**src/rtl/core/llaa_pkg.sv**
```systemverilog
// Package of the life-like automaton core: function codes, states, register
// indexes, reset values and the window control struct. Depends on nothing.
`default_nettype none

package llaa_pkg;

    typedef enum logic [2:0] {
        FUNC_WR_ALIVE = 3'd0,
        FUNC_WR_AGE   = 3'd1,
        FUNC_CLEAR    = 3'd2,
        FUNC_ADVANCE  = 3'd3,
        FUNC_READ     = 3'd4
    } func_t;

    typedef enum logic [2:0] {
        ST_INIT,
        ST_IDLE,
        ST_READ,
        ST_CLEAR,
        ST_SCAN,
        ST_DRAIN
    } state_t;

    localparam logic [1:0] CFG_BIRTH   = 2'd0;
    localparam logic [1:0] CFG_SURVIVE = 2'd1;
    localparam logic [1:0] CFG_MAX_AGE = 2'd2;

    localparam logic [8:0] BIRTH_RESET   = 9'd8;
    localparam logic [8:0] SURVIVE_RESET = 9'd12;
    localparam logic [7:0] MAX_AGE_RESET = 8'd16;

    typedef struct packed {
        logic clear;
        logic shift;
        logic in_grid;
    } win_ctl_t;

endpackage

`default_nettype wire

```
**src/rtl/core/llaa_window.sv**
```systemverilog
// Neighborhood window and rule unit: a shift line of alive bits spanning two
// rows plus three cells, and the birth, survival and aging rule for its center.
// Depends on llaa_pkg.
`default_nettype none

module llaa_window #(
    parameter int GRID_COLS = 64,
    parameter int AGE_BITS  = 8
) (
    input  logic                         clk,
    input  llaa_pkg::win_ctl_t           ctl,
    input  logic                         alive_rdata,
    input  logic [$clog2(GRID_COLS)-1:0] col,
    input  logic [AGE_BITS-1:0]          age_old,
    input  logic [8:0]                   birth_mask,
    input  logic [8:0]                   survive_mask,
    input  logic [7:0]                   max_age,
    output logic                         new_alive,
    output logic [AGE_BITS-1:0]          new_age
);

    localparam int C      = GRID_COLS;
    localparam int SH_LEN = 2 * GRID_COLS + 3;
    localparam int COL_W  = $clog2(GRID_COLS);

    logic [SH_LEN-1:0]     sh_reg;
    logic [SH_LEN-1:0]     sh_next;
    logic                  left_ok;
    logic                  right_ok;
    logic [7:0]            nbr;
    logic [3:0]            count;
    logic                  center;
    logic [AGE_BITS+7:0]   max_ext;
    logic [AGE_BITS+7:0]   mask_ext;
    logic [AGE_BITS-1:0]   limit;

    always_comb
    begin
        if (ctl.clear)
        begin
            sh_next = '0;
        end
        else if (ctl.shift)
        begin
            sh_next = {sh_reg[SH_LEN-2:0], ctl.in_grid & alive_rdata};
        end
        else
        begin
            sh_next = sh_reg;
        end
    end

    always_ff @(posedge clk)
    begin
        sh_reg <= sh_next;
    end

    assign left_ok  = (col != '0);
    assign right_ok = (col != COL_W'(GRID_COLS - 1));
    assign center   = sh_reg[C+1];

    assign nbr = {
        sh_reg[2*C+2] & left_ok,
        sh_reg[2*C+1],
        sh_reg[2*C]   & right_ok,
        sh_reg[C+2]   & left_ok,
        sh_reg[C]     & right_ok,
        sh_reg[2]     & left_ok,
        sh_reg[1],
        sh_reg[0]     & right_ok
    };

    always_comb
    begin
        count = 4'd0;
        for (int i = 0; i < 8; i++)
        begin
            count = count + {3'd0, nbr[i]};
        end
    end

    assign max_ext  = (AGE_BITS+8)'(max_age);
    assign mask_ext = (AGE_BITS+8)'({AGE_BITS{1'b1}});
    assign limit    = (max_ext < mask_ext) ? max_ext[AGE_BITS-1:0] : {AGE_BITS{1'b1}};

    always_comb
    begin
        new_alive = center;
        new_age   = age_old;
        if (!center)
        begin
            if (birth_mask[count])
            begin
                new_alive = 1'b1;
                new_age   = '0;
            end
            else if (age_old < limit)
            begin
                new_age = age_old + AGE_BITS'(1);
            end
        end
        else
        begin
            new_alive = survive_mask[count];
        end
    end

endmodule

`default_nettype wire

```
**config.mk**
```make
export PLATFORM = sky130hd
export DESIGN_NAME = llaa_window
export DESIGN_NICKNAME = d
export VERILOG_FILES = /design/src/rtl/core/llaa_pkg.sv /design/src/rtl/core/llaa_window.sv
export SDC_FILE = /design/constraint.sdc
export NUM_CORES = 1
export LEC_CHECK = 0
export BUFFER_PORTS_ARGS = -buffer_cell sky130_fd_sc_hd__buf_2
export CAP_MARGIN = 15
export CORE_ASPECT_RATIO = 0.6
export CORE_UTILIZATION = 25
export CTS_BUF_LIST = sky130_fd_sc_hd__clkbuf_4
export CTS_CLUSTER_DIAMETER = 50
export DETAILED_ROUTE_END_ITERATION = 10
export SLEW_MARGIN = 20
export SYNTH_ARGS = -nofsm -noshare
export SYNTH_HDL_FRONTEND = slang
export SYNTH_SLANG_ARGS = --single-unit
```
**constraint.sdc**
```tcl
create_clock -name clk -period 5.93 [get_ports clk]
set_input_delay 0.593 -clock clk [delete_from_list [all_inputs] [get_ports clk]]
set_output_delay 0.593 -clock clk [all_outputs]
set_load 0.01 [all_outputs]
```
=== Word-level counts from Yosys, hierarchy flattened ===
Cells that the tools add are included.

* Output and inout port bits: 9
* Flip-flop bits (word level): 131
* Input bits: 45
* Word-level logic and storage cells: 31

* Add/subtract/negate cells: 8
* Mux-type cells: 10
* Order comparisons: 3
* Bitwise logic cells: 7
* Equal/unequal tests: 1
* Reduce and logical (&&, ||, !) cells: 1

{| class="wikitable"
|+ Operator list
! cell !! count
|-
| $mux 8 || 4
|-
| $add 4x1->4 || 4
|-
| $add 8x1->8 const B || 1
|-
| $bmux 1 s4 || 2
|-
| $lt 8x8->1 || 1
|-
| $lt 8x8->1 const B || 1
|-
| $and 1x1->1 || 7
|-
| $ne 6x6->1 const B || 1
|-
| $reduce_bool 6->1 || 1
|-
| $lt 4x5->1 const B || 1
|-
| $add 3x1->4 || 1
|-
| $mux 1 || 4
|-
| $add 2x1->3 || 1
|-
| $add 1x1->2 || 1
|}

=== Longest topological paths before layout ===
Gate-level depths: netlist of the first run.

* Depth after elaboration: 13
* Mapped depth: 14
* Gate-level depth less buffers: 14

=== Least setup slack after synthesis of the first run ===
OpenSTA, ideal clock, no wires.

* Path kind: input to output
* Start: input port col[2]
* End: output port new_age[1]
* Data required time: 5.337 ns
* Path buffers: 0
* Cell stages on the path: 14
* Arrival: 4.693 ns
* Path slack: 0.644 ns
* Cell sequence: nor4_1 nand2_1 nand2_1 fa_1 fa_1 inv_1 fa_1 ha_1 fa_1 mux4_2 o211a_1 a211oi_4 or3b_1 o22ai_1

* Cells in the longest elaborated chain, start to end: 13
* Elaborated cells on any way between the ends: 19
* Those cells by class: add/sub: 7; eq/ne: 1; mux: 4; bitwise: 6; reduce/logical: 1

{| class="wikitable"
|+ RTL lines
! what !! RTL line !! RTL
|-
| start, declared || llaa_window.sv:13 || <nowiki>input logic [$clog2(GRID_COLS)-1:0] col,</nowiki>
|-
| $ne 6x6->1 || llaa_window.sv:59 || <nowiki>assign right_ok = (col != COL_W'(GRID_COLS - 1));</nowiki>
|-
| $and 1x1->1 || llaa_window.sv:70 || <nowiki>sh_reg[0] & right_ok</nowiki>
|-
| $add 1x1->2 || llaa_window.sv:78 || <nowiki>count = count + {3'd0, nbr[i]};</nowiki>
|-
| $add 2x1->3 || llaa_window.sv:78 ||
|-
| $add 3x1->4 || llaa_window.sv:78 ||
|-
| $add 4x1->4 (3 in a row) || llaa_window.sv:78 ||
|-
| $add 4x1->4 * || llaa_window.sv:78 ||
|-
| $bmux 1 s4 * || llaa_window.sv:92 || <nowiki>if (birth_mask[count])</nowiki>
|-
| $mux 1 (implied by the code) * || llaa_window.sv:92 ||
|-
| $mux 8 * || llaa_window.sv:92 ||
|-
| $mux 8 * || llaa_window.sv:90 || <nowiki>if (!center)</nowiki>
|-
| end, declared || llaa_window.sv:19 || <nowiki>output logic [AGE_BITS-1:0] new_age</nowiki>
|}

Mark *: on every way between the ends. The rest lies on a longest branch, timed or not. The select of a mux whose other input is x is not followed.

=== Worst setup path in the final report of the first run ===
Same ends and word-level chain as after synthesis.

==> metrics.md, run 1 <==
| Metric | Value |
|---|---|
| Synth warn | 0 |
| Synth Flop Type | dfxtp_1 |
| Area Growth Syn to Fin | 16.2% |
| FMAX | 178 MHz |
| FF-to-FF setup slack | 4.96 ns |
| DR WL/cell | 10.6 um |
| # diodes | 0 |
| Mapped Area | 5400 sq um |
| Final wirelength | 9260 um |
| Crit path buffers/inverters | 3 |
| Final Skew | 0.0185 ns |
| Die height | 116 um |
| CP max stage cell | fa_2 |
| Tmin final | 5.63 ns |
| Starting Density | 0.256 |
| Worst VDD drop | 0.153 mV |
| Synth async-reset ratio | 0 |
| DP Wirelength | 6050 um |
| Unrepaired setup endpoints after global routing | no |
| Internal power | 1.35 mW |
| DR pass1 iterations | 4 |
| Num ports | 54 |
| Nets | 638 |
| Pwr/cell area | 276 nW/um^2 |
| Die X | 192 um |
| Antenna-violating nets left | 0 |
| Reg-to-Reg Start | sh_reg[65] |
| Maxcap violations | 0 |
| Number of core rows | 41 |
| Startpoint types | input port |
| Synth Register Bits | 131 |
| Via count | 3544 |
| Vias in the first global route | 3196 |
| DR iter-0 viols | 202 |
| Critical Path Stages | 16 |
| Max incr delay on CP | 0.60 ns |
| Number of flip-flops in the largest register | 131 |
| Gp weighted congestion | 0.749 |
| Post-Synthesis Cells | 535 |
| Final setup violation count | 0 |
| CTS tree | yes |
| Setup slack after layout | 0.299 ns |
| Clock-pin slew on the worst setup and hold paths | 0.10 ns |
| Most used cell along the critical path | fa_1 |
| Global-route usage over all layers | 0.0869 |
| R2R depth | 2 |
| Critical Path Sink Type | output pin |
| Max Slew Vio Count | 0 |
| H-Tree Level Count | 4 |
| Status | finished clean |
| Clock network power share | 0.421 |
| Worst path required time | 5.34 ns |
| Hold Path Cell Cnt | 3 |
| Post-synth EDFFs | 0 |
| Crit path max-delay family | adder cells |
| Port Buffers | 53 |
| Dpl ws | 0.221 ns |
| DRC violations left | 0 |
| Worst path arrival time | 5.04 ns |
| Part of the power in combinational logic | 0.070 |
| Worst hold path startpoint | ctl[0] |
| Clk Tree Root Cell | clkbuf_4 |
| Hold Vio Cnt, Final | 0 |
| Post-CTS Resized | 0 |
| Sequential share of power | 0.509 |
| Sequential area share after synthesis | 0.486 |
| Initial antenna violation count | 0 |
| Setup TNS | 0 ns |
| CP Cell Sequence | buf_2 > nor4_1 > nand2_1 > nand2_1 > fa_1 > fa_1 > inv_1 > fa_1 > ha_1 > fa_2 > mux4_1 > o211a_1 > a211oi_4 > or3b_1 > o22ai_1 > buf_2 |
| Switching pwr | 376 uW |
| First-pass GRT wire length | 15400 um |
| Final period utilization | 0.950 |
| Worst-Margin Slew | 0.957 ns |
| Switching share of power | 0.217 |
| Mapped Avg Cell Area | 10.1 sq um |
| Hold endpoint | sh_reg[0] |
| CP Class | in -> out |
| Die ar. | 22200 sq um |
| Leakage power | 2.82 nW |
| TritonCTS Sinks | 131 |
| Syn nets | 595 |
| Reg2Reg Capture Point | sh_reg[66] |
| Clk_lat worst skew | 0.49 ns |
| HP Class | in -> reg |
| Slew HR | 0.362 |
| Layout cells sized above 1 | 0.151 |
| Hold Slack | 0.444 ns |
| Via/cell ratio | 4.07 |
| Largest net degree at the start of global routing | 95 |
| Setup Fix Bufs, Post-CTS | 0 |
| Crit Path Max Fanout | 5 |
| Clock buffer depth | 2 |
| Yosys cell types | 38 |
| Area of the core | 21100 sq um |
| Post-CTS Hold Fix Bufs | 0 |
| Num CTS Buffers | 17 |
| Grt total ovfl | 0 |
## cells by family (layout without fill, tap and decap cells)
logic type | after synthesis | after routing | share of synthesized area
multiplexers | 136 | 136 | 0.263
adder cells (fa/ha/maj) | 15 | 15 | 0.0403
AO/OA/AOI/OAI | 26 | 26 | 0.0336
AND/OR/NAND/NOR | 175 | 175 | 0.135
XOR/XNOR | 2 | 2 | 0.00324
buffers and inverters | 50 | 106 | 0.0385
flip-flops | 131 | 131 | 0.486
## cell usage after synthesis (2+ instances only)
cell | instances | area (sq um)
a21o_1 | 2 | 15.0
a21oi_1 | 9 | 45.0
buf_1 | 6 | 22.5
buf_2 | 2 | 10.0
clkbuf_1 | 23 | 86.3
dfxtp_1 | 131 | 2620
fa_1 | 4 | 80.1
ha_1 | 11 | 138
inv_1 | 17 | 63.8
mux2i_1 | 132 | 1320
mux4_1 | 3 | 78.8
nand2_1 | 10 | 37.5
nand2b_1 | 3 | 18.8
nand3_1 | 6 | 30.0
nand3b_1 | 3 | 22.5
nand4_1 | 2 | 12.5
nor2_1 | 135 | 507
nor2b_1 | 2 | 12.5
nor3_1 | 2 | 10.0
nor4_1 | 2 | 12.5
o211a_1 | 2 | 20.0
o211ai_1 | 2 | 15.0
o21ai_0 | 4 | 20.0
o311ai_0 | 2 | 17.5
o31ai_1 | 2 | 15.0
or3_1 | 5 | 31.3
or4_1 | 2 | 15.0
## worst max path at each step
stage                start         end  slack (ns)
floorplan           col[2]  new_age[1]        0.64
global route        col[2]  new_age[4]       0.009
global placement    col[2]  new_age[4]        0.21
detailed placement  col[2]  new_age[4]        0.22
CTS                 col[2]  new_age[4]        0.20
finish              col[2]  new_age[1]        0.30
## metrics by stage
step	utilization	instance area [sq um]	power [mW]	instances
after floorplan	-	5400	0.985	535
after global placement	0.280	5910	1.02	838
after detailed placement	0.281	5910	1.02	838
after CTS	0.297	6270	1.76	870
after global routing	0.298	6280	1.81	870
final	0.298	6280	1.73	870
## placed cells by master (no fill, tap or decap), types with 6 or more instances in the layout
| cell type | instances |
|---|---|
| nor2_1 | 135 |
| nand2_1 | 10 |
| clkbuf_4 | 19 |
| inv_1 | 17 |
| mux2i_1 | 132 |
| bufinv_16 | 6 |
| dfxtp_1 | 131 |
| ha_1 | 11 |
| a21oi_1 | 9 |
| nand3_1 | 6 |
| buf_2 | 51 |
## worst min-delay path, delay by kind of cell
| family | cells | cell delay, ns |
|---|---|---|
| buffers and inverters | 1 | 0.10 |
| AO/OA/AOI/OAI | 1 | 0.08 |
| AND/OR/NAND/NOR | 1 | 0.11 |
## area by class of cell
class                      count  area (sq um)
clock inverter                13           213
tap                          279           349
inverter                      17          63.8
sequential                   131          2620
multi-input combinational    354          2580
fill                        2195         14800
clock buffer                  19           143
timing repair buffer          57           308
## power by group through the flow
stage / logic [mW] / clock network (mW) / registers [mW]
global placement: 0.120 / 0 / 0.900
floorplan: 0.0844 / 0 / 0.900
detailed placement: 0.121 / 0 / 0.900
global route: 0.133 / 0.799 / 0.881
finish: 0.121 / 0.729 / 0.880
CTS: 0.121 / 0.758 / 0.880
## metal layers
| layer | wire length (um) | vias up | global-route usage |
|---|---|---|---|
| met5 | 0 | - | 0 |
| met4 | 74 | 0 | 0.0349 |
| met3 | 346 | 6 | 0.0263 |
| met2 | 3440 | 36 | 0.112 |
| met1 | 5400 | 1593 | 0.130 |
| li1 | - | 1909 | - |
No activity file was read; power rests on OpenSTA's default activity.
==> inputs of run 2 (changes only) <==
--- a/config.mk
+++ b/config.mk
@@ -7,11 +7,14 @@
 export LEC_CHECK = 0
 export BUFFER_PORTS_ARGS = -buffer_cell sky130_fd_sc_hd__buf_2
 export CAP_MARGIN = 15
+export CELL_PAD_IN_SITES_DETAIL_PLACEMENT = 1
+export CELL_PAD_IN_SITES_GLOBAL_PLACEMENT = 2
 export CORE_ASPECT_RATIO = 0.6
 export CORE_UTILIZATION = 25
 export CTS_BUF_LIST = sky130_fd_sc_hd__clkbuf_4
 export CTS_CLUSTER_DIAMETER = 50
 export DETAILED_ROUTE_END_ITERATION = 10
+export PLACE_DENSITY_LB_ADDON = 0.1
 export SLEW_MARGIN = 20
 export SYNTH_ARGS = -nofsm -noshare
 export SYNTH_HDL_FRONTEND = slang
==> metrics.md, run 2 (synthesis results as in run 1) <==
| Metric | Value |
|---|---|
| Critical Path Sink Type | output pin |
| Num CTS Buffers | 17 (unchanged) |
| CP Class | in -> out |
| Die height | 116 um (unchanged) |
| Busiest grt layer | met2 |
| Worst-Margin Slew | 1.04 ns (+0.0854 ns) |
| Hold endpoint | sh_reg[0] |
| Setup TNS | 0 ns (unchanged) |
| Placed instance count | 838 (unchanged) |
| Die ar. | 22200 sq um (unchanged) |
| Die X | 192 um (unchanged) |
| Area Growth Syn to Fin | 15.5% |
| HP Class | in -> reg |
| Via/cell ratio | 4.23 (+3.8%) |
| Final wirelength | 10600 um (+15%) |
| Global-route usage over all layers | 0.102 (+0.0154) |
| DP Wirelength | 6800 um (+12%) |
| Slew HR | 0.305 (-0.0569) |
| Clock-pin slew on the worst setup and hold paths | 0.12 ns (+0.02 ns) |
| TritonCTS Sinks | 131 (unchanged) |
| Maxcap violations | 0 (unchanged) |
| Post-CTS Hold Fix Bufs | 0 (unchanged) |
| Reg-to-Reg Start | sh_reg[65] |
| Worst hold path startpoint | ctl[0] |
| Max Slew Vio Count | 0 (unchanged) |
| Final Skew | 0.0136 ns (-0.00491 ns) |
| Hold Vio Cnt, Final | 0 (unchanged) |
| Hold Slack | 0.402 ns (-0.0418 ns) |
| Gp weighted congestion | 0.754 (+0.69%) |
| Crit Path Max Fanout | 5 (unchanged) |
| Final setup violation count | 0 (unchanged) |
| DR WL/cell | 12.2 um (+15%) |
| Clock buffer depth | 2 (unchanged) |
| Worst path required time | 5.34 ns (about the same) |
| First-pass GRT wire length | 17900 um (+16%) |
| CTS tree | yes |
| Total Power | 1.67 mW (-3.6%) |
| Clk Tree Root Cell | clkbuf_4 |
| # diodes | 0 (unchanged) |
| Reg2Reg Capture Point | sh_reg[66] |
| Pwr/cell area | 268 nW/um^2 (-3.0%) |
| Via count | 3677 (+3.8%) |
| H-Tree Level Count | 4 (unchanged) |
| Layout cells sized above 1 | 0.152 (+0.00169) |
| FF-to-FF setup slack | 4.98 ns (+0.02 ns) |
| Area of the core | 21100 sq um (unchanged) |
| Startpoint types | input port |
| Hold Path Cell Cnt | 3 (unchanged) |
| DRC violations left | 0 (unchanged) |
| # fillers | 2426 (+11%) |
| Starting Density | 0.256 (unchanged) |
| Grt total ovfl | 0 (unchanged) |
| DR iter-0 viols | 161 (-20%) |
| GRT met3 Usage | 0.0345 (+0.00818) |
| R2R depth | 2 (unchanged) |
| Setup Fix Bufs, Post-CTS | 0 (unchanged) |
| Commonest cells after routing, fill and taps aside | nor2_1 (135), mux2i_1 (132), dfxtp_1 (131), buf_2 (51) |
| Fin cells | 870 (unchanged) |
| Port Buffers | 53 (unchanged) |
| Unrepaired setup endpoints after global routing | no |
| Leakage power | 2.80 nW (-0.82%) |
| Vias in the first global route | 3703 (+16%) |
| Number of core rows | 41 (unchanged) |
| Worst VDD drop | 0.120 mV (-22%) |
| Initial antenna violation count | 0 (unchanged) |
| Tmin final | 5.64 ns (+0.00474 ns) |
| Largest net degree at the start of global routing | 112 (+18%) |
| Status | finished clean |
| DR pass1 iterations | 4 (unchanged) |
| Met2 global-route usage | 0.144 (+0.0313) |
| Clk_lat worst skew | 0.50 ns (about the same) |
| Nets | 638 (unchanged) |
| FMAX | 177 MHz (about the same) |
| Worst path arrival time | 5.04 ns (about the same) |
| Grt met1 use | 0.143 (+0.0128) |
| Final period utilization | 0.950 (about the same) |
| Number of flip-flops in the largest register | 131 (unchanged) |
| Most common cell after layout, fill and taps aside | nor2_1 |
| Antenna-violating nets left | 0 (unchanged) |
| Num ports | 54 (unchanged) |
run 2: cell types whose count changed in the layout (fill, tap and decap cells not counted):
cell | previous run | this run
clkinv_4 | 0 | 2
nor4_2 | 0 | 1
clkinv_1 | 4 | 3
o31ai_1 | 1 | 2
clkinv_2 | 2 | 3
clkinvlp_4 | 1 | 2
clkbuf_4 | 19 | 17
inv_6 | 0 | 1
bufinv_16 | 6 | 4
nor4_1 | 2 | 1
o31ai_2 | 1 | 0
run 2: cell type report:
type | count | area, sq um | share of cell area
clock buffer | 17 | 128 | 0.0205
clock inverter | 15 | 188 | 0.0301
inverter | 17 | 63.8 | 0.0102
multi-input combinational | 354 | 2580 | 0.413
sequential | 131 | 2620 | 0.420
tap | 279 | 349 | 0.0560
timing repair buffer | 57 | 308 | 0.0493
run 2: worst max-delay path by stage:
stage	endpoint	startpoint	slack, ns
after floorplan	new_age[1]	col[2]	0.64
after global placement	new_age[1]	col[2]	0.31
after detailed placement	new_age[1]	col[2]	0.23
after CTS	new_age[1]	col[2]	0.21
after global routing	new_age[1]	col[2]	0.04
final	new_age[1]	col[2]	0.29
run 2: critical path, cell delays in order:
cell      delay, ns
buf_2          0.11
nor4_2         0.25
nand2_1        0.14
nand2_1        0.11
fa_1           0.45
fa_1           0.54
inv_1          0.05
fa_1           0.47
ha_1           0.24
fa_2           0.60
mux4_1         0.31
o211a_1        0.16
a211oi_4       0.31
or3b_1         0.40
o22ai_1        0.16
buf_2          0.15
run 2: per-layer routing:
metal,part of all wire,vias to the layer above
met5,0,-
met4,0.0093,0
met3,0.045,8
met2,0.40,48
met1,0.55,1733
li1,-,1888
run 2: repair_timing:
| item | 4_1_cts | 5_1_grt |
|---|---|---|
| hold endpoints to repair | 0 | 0 |
| gates resized for setup | 0 | 2 |
| setup endpoints to repair | 0 | 3 |
run 2: stage by stage:
stage | util | setup WS [ns] | instance area (sq um)
5_1_grt | 0.296 | 0.0385 | 6240
2_1_floorplan | - | 0.644 | 5400
4_1_cts | 0.295 | 0.207 | 6220
6_report | 0.296 | 0.294 | 6240
3_3_place_gp | 0.280 | 0.312 | 5910
3_5_place_dp | 0.280 | 0.229 | 5910
run 2: report_power, final:
part	switching, mW	leakage, nW	total (mW)	internal (mW)
registers	0.000390	1.05	0.880	0.880
logic	0.0708	1.58	0.124	0.0534
clock network	0.334	0.164	0.664	0.331
total	0.405	2.80	1.67	1.26
